`config.mk`:
```
export PLATFORM = sky130hd
export DESIGN_NAME = ps2mt_queue
export DESIGN_NICKNAME = d
export VERILOG_FILES = /design/src/rtl/ps2mt_pkg.sv /design/src/rtl/ps2mt_queue.sv
export SDC_FILE = /design/constraint.sdc
export NUM_CORES = 1
export LEC_CHECK = 0
export BUFFER_PORTS_ARGS = -buffer_cell sky130_fd_sc_hd__buf_4
export CORE_MARGIN = 4
export CORE_UTILIZATION = 40
export CTS_CLUSTER_SIZE = 10
export DETAILED_ROUTE_END_ITERATION = 10
export GPL_ROUTABILITY_DRIVEN = 0
export PLACE_DENSITY = 0.64
export SYNTH_ARGS = -nofsm -noshare
export SYNTH_HDL_FRONTEND = slang
export SYNTH_SLANG_ARGS = --single-unit
```
`constraint.sdc`:
```
create_clock -name clk -period 2.7 [get_ports clk]
set_input_delay 0.135 -clock clk [delete_from_list [all_inputs] [get_ports clk]]
set_output_delay 0.135 -clock clk [all_outputs]
set_load 0.01 [all_outputs]
```
`src/rtl/ps2mt_pkg.sv`:
```
// Shared types, constants and helper functions of the PS/2 mouse packet tracker.
package ps2mt_pkg;

    // Width of a cursor coordinate and of a limit register.
    localparam int COORD_BITS   = 12;
    localparam int PACKET_BYTES = 3;
    localparam int SLOT_BITS    = 2;
    localparam int DELTA_BITS   = 9;

    // Reset values of the limit registers.
    localparam logic [COORD_BITS-1:0] X_LIMIT_RESET = COORD_BITS'(640);
    localparam logic [COORD_BITS-1:0] Y_LIMIT_RESET = COORD_BITS'(480);

    // Configuration register indexes.
    localparam logic REG_X_LIMIT = 1'b0;
    localparam logic REG_Y_LIMIT = 1'b1;

    // Bit positions in the status byte.
    localparam int BIT_LEFT   = 0;
    localparam int BIT_RIGHT  = 1;
    localparam int BIT_MIDDLE = 2;
    localparam int BIT_SYNC   = 3;
    localparam int BIT_X_SIGN = 4;
    localparam int BIT_Y_SIGN = 5;
    localparam int BIT_X_OVF  = 6;
    localparam int BIT_Y_OVF  = 7;

    // Byte slot codes of the packet assembler.
    localparam logic [SLOT_BITS-1:0] SLOT_IDLE   = SLOT_BITS'(0);
    localparam logic [SLOT_BITS-1:0] SLOT_STATUS = SLOT_BITS'(1);
    localparam logic [SLOT_BITS-1:0] SLOT_LAST   = SLOT_BITS'(PACKET_BYTES - 1);

    typedef logic [COORD_BITS-1:0]         coord_t;
    typedef logic signed [COORD_BITS+1:0]  coord_sum_t;

    // One decoded packet as it travels from the front to the back.
    typedef struct packed {
        logic signed [DELTA_BITS-1:0] dx;
        logic signed [DELTA_BITS-1:0] dy;
        logic                         left;
        logic                         right;
        logic                         middle;
    } pkt_t;

    // A packet together with its valid flag.
    typedef struct packed {
        logic valid;
        pkt_t pkt;
    } pkt_word_t;

    // Screen limits handed to the back end.
    typedef struct packed {
        coord_t x_limit;
        coord_t y_limit;
    } limits_t;

    // Clamp a signed sum into 0..limit.
    function automatic coord_t clamp_pos(input coord_sum_t v, input coord_t limit);
        coord_sum_t top_ext;
        top_ext = coord_sum_t'({2'b00, limit});
        if (v < 0)
            return '0;
        else if (v > top_ext)
            return limit;
        else
            return v[COORD_BITS-1:0];
    endfunction

endpackage

```
`src/rtl/ps2mt_queue.sv`:
```
// Small packet queue between the front end and the back end.
module ps2mt_queue import ps2mt_pkg::*;
#(
    parameter int DEPTH = 2
)
(
    input  logic      clk,
    input  logic      rst_n,
    input  pkt_word_t push,
    output logic      full,
    input  logic      take,
    output pkt_word_t head
);

    localparam int PTR_BITS   = (DEPTH > 1) ? $clog2(DEPTH) : 1;
    localparam int COUNT_BITS = $clog2(DEPTH + 1);

    pkt_t                  mem_reg [DEPTH];
    logic [PTR_BITS-1:0]   wr_ptr_reg;
    logic [PTR_BITS-1:0]   wr_ptr_next;
    logic [PTR_BITS-1:0]   rd_ptr_reg;
    logic [PTR_BITS-1:0]   rd_ptr_next;
    logic [COUNT_BITS-1:0] count_reg;
    logic [COUNT_BITS-1:0] count_next;
    logic                  do_push;
    logic                  do_pop;

    assign full     = (count_reg == COUNT_BITS'(DEPTH));
    assign do_push  = push.valid && !full;
    assign do_pop   = take && (count_reg != '0);
    assign head.valid = (count_reg != '0);
    assign head.pkt   = mem_reg[rd_ptr_reg];

    // Pointer wrap and fill count.
    always_comb
    begin
        wr_ptr_next = wr_ptr_reg;
        rd_ptr_next = rd_ptr_reg;
        count_next  = count_reg;
        if (do_push)
            wr_ptr_next = (wr_ptr_reg == PTR_BITS'(DEPTH - 1)) ? '0 : wr_ptr_reg + 1'b1;
        if (do_pop)
            rd_ptr_next = (rd_ptr_reg == PTR_BITS'(DEPTH - 1)) ? '0 : rd_ptr_reg + 1'b1;
        if (do_push && !do_pop)
            count_next = count_reg + 1'b1;
        else if (do_pop && !do_push)
            count_next = count_reg - 1'b1;
    end

    always_ff @(posedge clk or negedge rst_n)
    begin
        if (!rst_n)
        begin
            wr_ptr_reg <= '0;
            rd_ptr_reg <= '0;
            count_reg  <= '0;
        end
        else
        begin
            wr_ptr_reg <= wr_ptr_next;
            rd_ptr_reg <= rd_ptr_next;
            count_reg  <= count_next;
        end
    end

    // Storage for queued packets.
    always_ff @(posedge clk)
    begin
        if (do_push)
            mem_reg[wr_ptr_reg] <= push.pkt;
    end

endmodule

```
==> Word-level counts from Yosys, hierarchy flattened <==
Memory sizes are Yosys's and may differ from the RTL's.
Cells that the tools add are included.
{ "word_totals": {"reg_bits": 4, "ramBits": 42, "in_bits": 25, "wordCells": 24, "mem_count": 1} }
{ "op_classes": {"add_sub_neg": 4, "n_eq_ne": 1, "n_mux": 6, "n_reduce_logical": 9} }
{ "mem_list": {"columns": ["memory", "depth", "width", "rd", "rd_ports_with_merged_regs", "write_ports", "line", "text"], "rows": [
  ["mem_reg", 2, 21, 1, 0, 1, "ps2mt_queue.sv:18", "pkt_t mem_reg [DEPTH];"]
]} }
{ "op_table": {"columns": ["operator", "n"], "rows": [
  ["$logic_and 1x1->1", 4],
  ["$mux 1", 4],
  ["$mux 2", 2],
  ["$reduce_bool 2->1", 2],
  ["$logic_not 1->1", 3],
  ["$add 1x1->1 const B", 2],
  ["$add 2x1->2 const B", 1],
  ["$eq 2x2->1 const B", 1],
  ["$sub 2x1->2 const B", 1]
]} }

==> Longest topological paths before layout <==
{ "depth": {"ltp_word": 7, "depth_mapped": 7, "depth_no_buf": 7} }

==> Worst setup path before layout <==
Ideal clock, no wire load.
{ "synth_path": {"path_type": "register to register", "startpoint": "register count_reg[0]", "endpoint": "memory mem_reg[0][0] (netlist name), enable pin", "setup_time_ns": 0.399, "t_arrival_ns": 1.531, "t_required_ns": 2.301, "slack_ns": 0.770, "stages_incl_launch_ff": 4, "period_less_slack_ns": 1.930, "path_cell_list": "dfrtp_1 > nand2b_1 > nand2_1 > nor2_1"} }
{ "synth_between": {"elab_chain_cells": 5} }
{ "synth_rtl": {"columns": ["item", "line", "text"], "rows": [
  ["start, declared", "ps2mt_queue.sv:23", "logic [COUNT_BITS-1:0] count_reg;"],
  ["start signal, assigned", "ps2mt_queue.sv:62", "count_reg <= count_next;"],
  ["$eq 2x2->1", "ps2mt_queue.sv:28", "assign full = (count_reg == COUNT_BITS'(DEPTH));"],
  ["$logic_not 1->1", "ps2mt_queue.sv:29", "assign do_push = push.valid && !full;"],
  ["$logic_and 1x1->1", "ps2mt_queue.sv:29", null],
  ["$mux 1", "ps2mt_queue.sv:69", "if (do_push)"],
  ["$mux 1 (not written as such)", "ps2mt_queue.sv:70", "mem_reg[wr_ptr_reg] <= push.pkt;"],
  ["end, declared", "ps2mt_queue.sv:18", null]
]} }
No other way between the ends.

==> results.toml <==
[global_routing]
track_usage_pct = 10.6
grt_pass1_wl_um = 4310
grt_max_degree = 15
grt_pass1_vias = 958
grt_overflow_total = 0
grt_antenna_before_repair = 0

[logic_synthesis]
synthFlopType = "edfxtp_1"
synth-edff-count = 42
syn_area_mm2 = 0.00180
postSynthAreaPerCell_um2 = 21.4
yosysUniqueCellTypes = 15
ys_seq_area_share_pct = 75.7
synth_nets = 110
synth_cells = 84
synthArstFlopShare_pct = 8.70
ys_top_cells_by_count = "edfxtp_1 (42), mux2_4 (19), dfrtp_1 (4)"
ys_top_cells_by_area = "edfxtp_1 (70%), mux2_4 (16%), dfrtp_1 (5.6%), xnor2_1 (1.5%), buf_6 (1.3%)"
synth_top_area_share_pct = 70.1
yosysTopAreaCell = "edfxtp_1"
yosysMostFrequentCell = "edfxtp_1"
ys_ff_latch = 46
synth_warnings = 0

[sta]
period_share_pct = 71.0
final_max_slew_viol_count = 0
holdWs_ns = 0.0269
skew_ns = 0.00311
max_freq_ghz = 0.522
final.min_clock_period_ns = 1.92
relSlewSlack_pct = 67.8
fin_tns_setup_ns = 0
tightest_slew_ns = 0.483
setup_viol = 0
rsz0062_at_grt = "false"
hold_viol = 0

[power_and_ir_drop]
vdd_ir_drop_max_uv = 469
p_leak_nw = 0.960
p_per_area_mw_per_mm2 = 1050

[critical_path]
rr_worst_depth = 4
crit_path_end_kind = "output pin"
rrSetupSlack_ns = 1.00
required_ns = 2.57
worstSetupPathType = "flop to output pin"
critPathLaunchType = "flop"
worstPathMaxFanout = 14
arrival_ns = 1.78
reg2reg_to = "mem_reg[0][12]$_DFFE_PP_"
r2r-start = "count_reg[0]$_DFFE_PN0P_"

[layout]
final_nets = 166
largest_reg_flops = 42
fillers = 351
synthToLayoutAreaGrowth_pct = 30.0
diodes = 0
drive_above_1_share_pct = 57.4

[detailed_routing]
firstDrtPassIters = 4
routed_wl_um = 2920
drtAntennaViolNets = 0
wire_per_inst_um = 15.1
vias_per_cell = 4.74
drcViolationCount = 0
drtIter0Drc = 82
via_count = 914

[cts]
clock_sinks = 46
clk_latency_ns = 0.28
htree_levels = 2
root_buffer = "clkbuf_8"
cts_made_buffers = 5
clk_path_buf_depth = 2
cts_tree = "yes"
clk_pin_slew_ns = 0.08

[outcome]
status = "finished, final reports clean"

[min_path]
holdCritStartpoint = "push[14]"
hp-class = "input pin to flop"
whs_path_depth = 1
min_to = "mem_reg[0][14]$_DFFE_PP_"

[floorplan]
start_util_pct = 41.3
core.rowCount = 24
ios = 48
core_mm2 = 0.00435
die_w_um = 75.1
die_h_um = 75.1
dieArea_mm2 = 0.00563

[place]
place_hpwl_um = 2140
port_buffers = 47

[flow_run]
cap_violations = 0
## metal layers
metal,GRT usage [%],wire length (um),vias up
met5,0,0,-
met4,4.15,38,0
met3,4.14,245,5
met2,17.6,1450,36
met1,12.5,1180,448
li1,-,-,425
## cells by family (layout without fill, tap and decap cells)
group	count (synthesis)	after routing	synth area share, %
xor gates and xnor gates	5	5	2.43
buffers and inverters	4	61	1.67
and+or+nand+nor	7	7	2.43
DFF	46	46	75.7
adders and majority gates	1	1	0.695
muxes	21	21	17.1
## report_power, final
part           internal [mW]  switching (mW)  leakage, nW  total, mW
clock                  0.276           0.209       0.0514      0.485
combinational          0.519           0.387        0.472      0.906
sequential             0.980          0.0890        0.437       1.07
total                   1.78           0.685        0.960       2.46
## how the worst max path moves through the flow
| stage | start | to | slack (ns) | depth (start not counted) |
|---|---|---|---|---|
| 6_report | rd_ptr_reg$_DFFE_PN0P_ | head[19] | 0.78 | 3 |
| 5_1_grt | rd_ptr_reg$_DFFE_PN0P_ | head[17] | 0.68 | 3 |
| 4_1_cts | rd_ptr_reg$_DFFE_PN0P_ | head[8] | 0.77 | 3 |
| 3_5_place_dp | count_reg[0]$_DFFE_PN0P_ | mem_reg[0][3]$_DFFE_PP_ | 0.95 | 4 |
| 3_3_place_gp | count_reg[0]$_DFFE_PN0P_ | mem_reg[0][14]$_DFFE_PP_ | 1.10 | 4 |
| 2_1_floorplan | count_reg[0]$_DFFE_PN0P_ | mem_reg[0][0]$_DFFE_PP_ | 0.77 | 3 |
## metrics by stage
stage	cells	power (mW)	setup WS (ns)	instance area (um^2)	utilization, %
after detailed placement	184	2.01	0.955	2220	51.0
after CTS	193	2.50	0.768	2340	53.7
after global placement	184	1.98	1.10	2220	51.0
final	193	2.46	0.783	2340	53.7
after floorplan	84	1.65	0.770	1800	-
after global routing	193	2.59	0.682	2340	53.7
## area by class of cell
cell class / count / area [um^2] / share of cell area, %
clock buffers: 6 / 72.6 / 3.10
clock inverters: 2 / 37.5 / 1.60
inverters: 2 / 7.51 / 0.321
multi-input cells: 34 / 410 / 17.5
repair buffers: 51 / 385 / 16.5
flip-flops and latches: 46 / 1360 / 58.2
well taps: 52 / 65.1 / 2.78
## layout by cell type (no fill, tap or decap)
master	netlist	routed
and3_1	1	1
buf_4	0	50
bufinv_16	0	1
clkbuf_1	0	1
clkbuf_8	0	5
clkinvlp_4	0	1
dfrtp_1	4	4
dlygate4sd3_1	0	1
edfxtp_1	42	42
ha_1	1	1
inv_1	2	2
mux2_2	2	2
mux2_4	19	19
nand2_1	1	1
nand2_4	1	1
nand2b_1	1	1
nor2_1	2	1
nor2_2	0	1
or2_4	1	1
xnor2_1	3	3
xor2_1	2	2
## worst max-delay path, stage by stage, from the launching register on
cell and delay, ns:
dfrtp_1 0.65, buf_4 0.37, mux2_4 0.33, buf_4 0.14
## repair_timing
action                                 4_1_cts  5_1_grt
endpoints found under the hold margin        4        0
hold buffers                                 1        0
setup buffers                                0        0
gates resized for setup                      0        0
No activity file was read; power rests on OpenSTA's default activity.
