===== src/rtl/ps2mt_pkg.sv =====
// Shared types, constants and helper functions of the PS/2 mouse packet tracker.
package ps2mt_pkg;

    // Width of a cursor coordinate and of a limit register.
    localparam int COORD_BITS   = 12;
    localparam int PACKET_BYTES = 3;
    localparam int SLOT_BITS    = 2;
    localparam int DELTA_BITS   = 9;

    // Reset values of the limit registers.
    localparam logic [COORD_BITS-1:0] X_LIMIT_RESET = COORD_BITS'(640);
    localparam logic [COORD_BITS-1:0] Y_LIMIT_RESET = COORD_BITS'(480);

    // Configuration register indexes.
    localparam logic REG_X_LIMIT = 1'b0;
    localparam logic REG_Y_LIMIT = 1'b1;

    // Bit positions in the status byte.
    localparam int BIT_LEFT   = 0;
    localparam int BIT_RIGHT  = 1;
    localparam int BIT_MIDDLE = 2;
    localparam int BIT_SYNC   = 3;
    localparam int BIT_X_SIGN = 4;
    localparam int BIT_Y_SIGN = 5;
    localparam int BIT_X_OVF  = 6;
    localparam int BIT_Y_OVF  = 7;

    // Byte slot codes of the packet assembler.
    localparam logic [SLOT_BITS-1:0] SLOT_IDLE   = SLOT_BITS'(0);
    localparam logic [SLOT_BITS-1:0] SLOT_STATUS = SLOT_BITS'(1);
    localparam logic [SLOT_BITS-1:0] SLOT_LAST   = SLOT_BITS'(PACKET_BYTES - 1);

    typedef logic [COORD_BITS-1:0]         coord_t;
    typedef logic signed [COORD_BITS+1:0]  coord_sum_t;

    // One decoded packet as it travels from the front to the back.
    typedef struct packed {
        logic signed [DELTA_BITS-1:0] dx;
        logic signed [DELTA_BITS-1:0] dy;
        logic                         left;
        logic                         right;
        logic                         middle;
    } pkt_t;

    // A packet together with its valid flag.
    typedef struct packed {
        logic valid;
        pkt_t pkt;
    } pkt_word_t;

    // Screen limits handed to the back end.
    typedef struct packed {
        coord_t x_limit;
        coord_t y_limit;
    } limits_t;

    // Clamp a signed sum into 0..limit.
    function automatic coord_t clamp_pos(input coord_sum_t v, input coord_t limit);
        coord_sum_t top_ext;
        top_ext = coord_sum_t'({2'b00, limit});
        if (v < 0)
            return '0;
        else if (v > top_ext)
            return limit;
        else
            return v[COORD_BITS-1:0];
    endfunction

endpackage


===== src/rtl/ps2mt_if.sv =====
// Handshake interfaces for the mouse byte channel and the cursor result channel.
interface ps2mt_byte_if;
    logic       valid;
    logic       ready;
    logic [7:0] rx_byte;

    modport source (output valid, output rx_byte, input ready);
    modport sink (input valid, input rx_byte, output ready);
endinterface



===== src/rtl/ps2mt_front.sv =====
// Front end: synchronizes on the status byte, assembles packets and drops overflow packets.
module ps2mt_front import ps2mt_pkg::*;
(
    input  logic               clk,
    input  logic               rst_n,
    ps2mt_byte_if.sink         rx,
    input  logic               q_full,
    output pkt_word_t          push
);

    logic [SLOT_BITS-1:0] slot_reg;
    logic [SLOT_BITS-1:0] slot_next;
    logic [7:0]           status_reg;
    logic [7:0]           status_next;
    logic [7:0]           dx_reg;
    logic [7:0]           dx_next;
    logic                 final_slot;
    logic                 accept;

    // The final byte needs queue space; earlier bytes are always taken.
    assign final_slot = (slot_reg >= SLOT_LAST);
    assign rx.ready   = !final_slot || !q_full;
    assign accept     = rx.valid && rx.ready;

    // Slot sequencing and byte capture.
    always_comb
    begin
        slot_next   = slot_reg;
        status_next = status_reg;
        dx_next     = dx_reg;
        if (accept)
        begin
            case (slot_reg)
                SLOT_IDLE:
                begin
                    if (rx.rx_byte[BIT_SYNC])
                    begin
                        status_next = rx.rx_byte;
                        slot_next   = SLOT_STATUS;
                    end
                end
                SLOT_STATUS:
                begin
                    dx_next   = rx.rx_byte;
                    slot_next = SLOT_LAST;
                end
                default:
                begin
                    slot_next = SLOT_IDLE;
                end
            endcase
        end
    end

    // A complete packet without overflow goes to the queue.
    always_comb
    begin
        push.valid      = accept && final_slot &&
                          !status_reg[BIT_X_OVF] && !status_reg[BIT_Y_OVF];
        push.pkt.dx     = {status_reg[BIT_X_SIGN], dx_reg};
        push.pkt.dy     = {status_reg[BIT_Y_SIGN], rx.rx_byte};
        push.pkt.left   = status_reg[BIT_LEFT];
        push.pkt.right  = status_reg[BIT_RIGHT];
        push.pkt.middle = status_reg[BIT_MIDDLE];
    end

    always_ff @(posedge clk or negedge rst_n)
    begin
        if (!rst_n)
        begin
            slot_reg <= SLOT_IDLE;
        end
        else
        begin
            slot_reg <= slot_next;
        end
    end

    // The held bytes are written before they are read and need no reset.
    always_ff @(posedge clk)
    begin
        status_reg <= status_next;
        dx_reg     <= dx_next;
    end

endmodule


===== src/flat_wrapper.sv =====
// flat-port wrapper written by rule: the top's interface ports become plain ports
module ps2mt_front_flat import ps2mt_pkg::*;
  (clk, rst_n, q_full, push, rx_valid, rx_rx_byte, rx_ready);
  ps2mt_byte_if rx_i ();
  input  logic clk;
  input  logic rst_n;
  input  logic q_full;
  output pkt_word_t push;
  input wire logic [$bits(rx_i.valid)-1:0] rx_valid;
  input wire logic [$bits(rx_i.rx_byte)-1:0] rx_rx_byte;
  output wire logic [$bits(rx_i.ready)-1:0] rx_ready;
  assign rx_i.valid = rx_valid;
  assign rx_i.rx_byte = rx_rx_byte;
  assign rx_ready = rx_i.ready;
  ps2mt_front u_core (.clk(clk), .rst_n(rst_n), .rx(rx_i), .q_full(q_full), .push(push));
endmodule

===== config.mk =====
export PLATFORM = sky130hd
export DESIGN_NAME = ps2mt_front_flat
export DESIGN_NICKNAME = d
export VERILOG_FILES = /design/src/rtl/ps2mt_pkg.sv /design/src/rtl/ps2mt_if.sv /design/src/rtl/ps2mt_front.sv /design/src/flat_wrapper.sv
export SDC_FILE = /design/constraint.sdc
export NUM_CORES = 1
export LEC_CHECK = 0
export ABC_AREA = 1
export BUFFER_PORTS_ARGS = -buffer_cell sky130_fd_sc_hd__buf_2
export CORE_MARGIN = 3
export CORE_UTILIZATION = 42
export DETAILED_ROUTE_END_ITERATION = 6
export GPL_TIMING_DRIVEN = 1
export PLACE_DENSITY_LB_ADDON = 0.2
export REMOVE_ABC_BUFFERS = 1
export SYNTH_ARGS = -nofsm -noshare
export SYNTH_HDL_FRONTEND = slang
export SYNTH_SLANG_ARGS = --single-unit

===== constraint.sdc =====
create_clock -name clk -period 1.6 [get_ports clk]
set_clock_uncertainty 0.1 [all_clocks]
set_input_delay 0.16 -clock clk [delete_from_list [all_inputs] [get_ports clk]]
set_output_delay 0.16 -clock clk [all_outputs]
set_load 0.005 [all_outputs]

=== Word level (Yosys, flattened, before mapping) ===
Cells that the tools add are included.
W data, S select, Z words.

* Logic and storage cells: 21
* Flip-flop bits (word level): 17
* Input port bits: 12

* Muxes and demuxes: 2
* Eq/ne operators: 2
* Reduce and logical (&&, ||, !) cells: 13
* Order comparisons: 1

{| class="wikitable"
|+ Operators by type and width
! kind !! count
|-
| $logic_and A1 B1 Y1 || 4
|-
| $logic_not A1 Y1 || 4
|-
| $pmux W2 S2 || 1
|-
| $reduce_and A2 Y1 || 2
|-
| $reduce_and A3 Y1 || 1
|-
| $eq A2 B1 Y1 const B || 1
|-
| $ge A2 B2 Y1 const B || 1
|-
| $logic_not A2 Y1 || 1
|-
| $mux W2 || 1
|-
| $ne A2 B2 Y1 const B || 1
|-
| $logic_or A1 B1 Y1 || 1
|}

=== Logic depth before layout (Yosys ltp) ===
* Depth in word-level cells: 7
* Gate-level depth with buffers: 4
* Mapped depth without buffers: 4

=== Worst setup path before layout ===
OpenSTA, ideal clock, no wires.

* Path kind: register to register
* Start point: reg u_core.slot_reg[1]
* End point: reg u_core.dx_reg[0] (enable)
* Setup slack: 400 ps
* Period minus slack after synthesis: 1200 ps
* Setup time: 324 ps
* Data required time: 1176 ps
* Cell stages (with the launch flop): 4
* Data arrival time: 776 ps
* Cells stage by stage: dfrtp_1 > nor2_1 > nand2_1 > inv_1

* Cells in the longest elaborated chain, start to end: 5

{| class="wikitable"
|+ Ends and longest elaborated chain
! element !! RTL line !! text
|-
| from (decl) || ps2mt_front.sv:11 || <nowiki>logic [SLOT_BITS-1:0] slot_reg;</nowiki>
|-
| from (signal assigned) || ps2mt_front.sv:75 || <nowiki>slot_reg <= slot_next;</nowiki>
|-
| $ge A2 B2 Y1 || ps2mt_front.sv:21 || <nowiki>assign final_slot = (slot_reg >= SLOT_LAST);</nowiki>
|-
| $logic_not A1 Y1 || ps2mt_front.sv:22 || <nowiki>assign rx.ready = !final_slot || !q_full;</nowiki>
|-
| $logic_or A1 B1 Y1 || ps2mt_front.sv:22 ||
|-
| $logic_and A1 B1 Y1 || ps2mt_front.sv:23 || <nowiki>assign accept = rx.valid && rx.ready;</nowiki>
|-
| $reduce_and A2 Y1 (no line) (*) || n/a ||
|-
| to (signal assigned) || ps2mt_front.sv:83 || <nowiki>dx_reg <= dx_next;</nowiki>
|-
| to (decl) || ps2mt_front.sv:15 || <nowiki>logic [7:0] dx_reg;</nowiki>
|}

Every way passes the cells marked *; elsewhere a longest branch is shown, timed or not.
A chain may end at the register's enable or synchronous reset.

=== Final worst setup path ===
* Start point: reg u_core.slot_reg[1]
* End point: reg u_core.dx_reg[1] (enable)

The elaborated chain is that of the path after synthesis.

==> summary.txt <==
Slew Viols, Final - 0
Vias - 422
CTS sink cnt - 17
DR iter-0 viols - 8
Status - completed
Max-Cap Viols - 0
Mapped Cells - 47
Simple-gate area share of the yosys netlist - 0.08068
Worst skew pair latency - 0.28 ns
Pint - 715.9 uW
Largest register FFs - 8
H-tree depth - 1
TritonCTS Buffers - 3
Wire length per cell - 11.66 um
Postcts setup bufs - 0
Clock buffer depth - 2
Net Sw Frac - 0.2362
IO Count - 35
Count of final setup violators - 0
Final WS setup - 0.2505 ns
Starting Density - 0.4767
Syn Std Cell Area - 666.9 um2
Hold Path Class - in -> reg
Synth top area cells - edfxtp_1 68%, buf_4 15%, dfrtp_1 7.5%
Post-DP Area - 758.2 um2
Avg Cell Area, Syn - 14.19 um2
Post-synth top area cell - edfxtp_1
Synth cell types - 7
YS warnings - 0
Area growth syn-to-layout - 31.14%
Post-synthesis compound-gate area fraction - 0
# resized after CTS - 0
Tightest Pin Transition - 0.3268 ns
I/O Buffers - 34
Number of global-route vias before repair - 417
Die area - 0.002102 mm2
Pleak - 0.0004102 uW
DRC Markers - 0
Hold buffers post-CTS - 9
Rows - 13
Die width - 45.85 um
Synth Area in Adders - 0
CP required - 1.46 ns
Pwr Density - 1072 mW/mm2
Antenna-violating nets left - 0
Final Cycle Share - 0.8435
RSZ-0062 raised after global routing - false
Sum Neg Setup Slack - 0 ns
Critical Path End Type - flip-flop
Pin count of the biggest net entering global routing - 10
Combinational power share - 0.160
Core area - 0.001399 mm2
Detailed placement HPWL - 797.2 um
Worst setup SP type - flip-flop
Remaining global-route overflow - 0
Fmax - 741.0 MHz
First-pass GRT wire length - 1800 um
Multiplexer share of the synthesized area - 0
GP Congestion - 0.7380
Vias per cell - 4.396
Crit Path Class - reg -> reg
Layout Nets - 94
CTS root buf - clkbuf_4
Min Tclk post-route - 1.350 ns
VDD IR max - 0.5533 mV
Pre-CTS WS - 0.2575 ns
Pre-antenna DRT Iters - 4
Worst slew margin - 0.7819
Seq/Total Area, Yosys - 0.7505
Finished Cell Area - 874.6 um2
NetSw - 221.4 uW
Diodes inserted - 0
Xor/xnor share of the synthesized area - 0
Main combinational cell family by area after synthesis - buffers and inverters
Initial antenna violation count - 0
Total global routing track utilization - 0.1253
Clock network power share - 0.227
Arr. time, crit path - 1.21 ns
Final Hold Viols - 0
Routed Wire Length - 1119 um
Layout cell share with drive strength beyond 1 - 0.4815
#FFs+latches synth - 17
CP Max Fanout - 8
Worst-path clk slew - 0.08 ns
Seq pwr share - 0.613
TritonCTS clock tree - built
Die Y - 45.85 um
Synth top area share - 0.6754
Fill cells - 112
## per-stage QoR
stage	cells	hold WS [ns]	total power [uW]	utilization
after floorplan	34	-0.2356	637.5	-
after global placement	83	-0.1529	715.5	0.5420
after detailed placement	83	-0.1511	719.3	0.5420
after CTS	96	0.06157	949.0	0.6252
after global routing	96	0.07985	997.7	0.6252
final	96	0.07433	937.3	0.6252
## kinds of logic (layout without fill, tap and decap cells)
kind of cell           after synthesis  in the layout
DFF                                 17             17
buffers and inverters               17             51
and+or+nand+nor                     13             13
## placed cells by master, fill, tap and decap left out
| cell | synthesis | routed |
|---|---|---|
| buf_2 | 0 | 34 |
| clkbuf_1 | 0 | 1 |
| clkbuf_4 | 0 | 3 |
| dfrtp_1 | 2 | 2 |
| dlygate4sd3_1 | 0 | 9 |
| edfxtp_1 | 15 | 15 |
| inv_1 | 4 | 4 |
| nand2_1 | 7 | 7 |
| nand2_2 | 2 | 2 |
| nor2_1 | 4 | 4 |
## cells in the mapped netlist
master     n
edfxtp_1  15
buf_4     13
nand2_1    7
inv_1      4
nor2_1     4
dfrtp_1    2
nand2_2    2
## routing by layer
metal,GRT usage,routed length (um)
met5,0,0
met4,0.03409,0
met3,0.05929,94
met2,0.2170,615
met1,0.1349,408
## worst max-delay path, stage by stage (launching register included)
cell and delay [ns]:
dfrtp_1 0.42, nor2_1 0.16, nand2_1 0.08, inv_1 0.26
## path summary, 6_finish.rpt
check,slack (ns),startpoint,cells past startpoint,to
worst min-delay path,0.07,rx_valid,4,u_core.slot_reg[0]
worst max-delay path,0.25,u_core.slot_reg[1],3,u_core.dx_reg[1]
min in group asynchronous,0.12,rst_n,2,u_core.slot_reg[1]
worst max register to register,0.25,u_core.slot_reg[1],3,u_core.dx_reg[1]
max in group asynchronous,1.18,rst_n,2,u_core.slot_reg[0]
worst min register to register,0.43,u_core.slot_reg[0],2,u_core.slot_reg[0]
## cell type report
type                       instances  area [um2]  area share
inverter                           4       15.01     0.01717
sequential                        17       500.5      0.5722
clock buffer                       4       26.28     0.03004
timing repair buffer              43       260.3      0.2976
multi-input combinational         13       53.80     0.06152
tap                               15       18.77     0.02146
## power groups by stage
stage / registers, uW / clock network, uW / logic [uW]
3_5_place_dp: 584 / 0 / 135
3_3_place_gp: 582 / 0 / 133
5_1_grt: 581 / 247 / 169
6_report: 574 / 213 / 150
4_1_cts: 574 / 223 / 152
2_1_floorplan: 586 / 0 / 51.1
(Power assumes the default switching activity.)
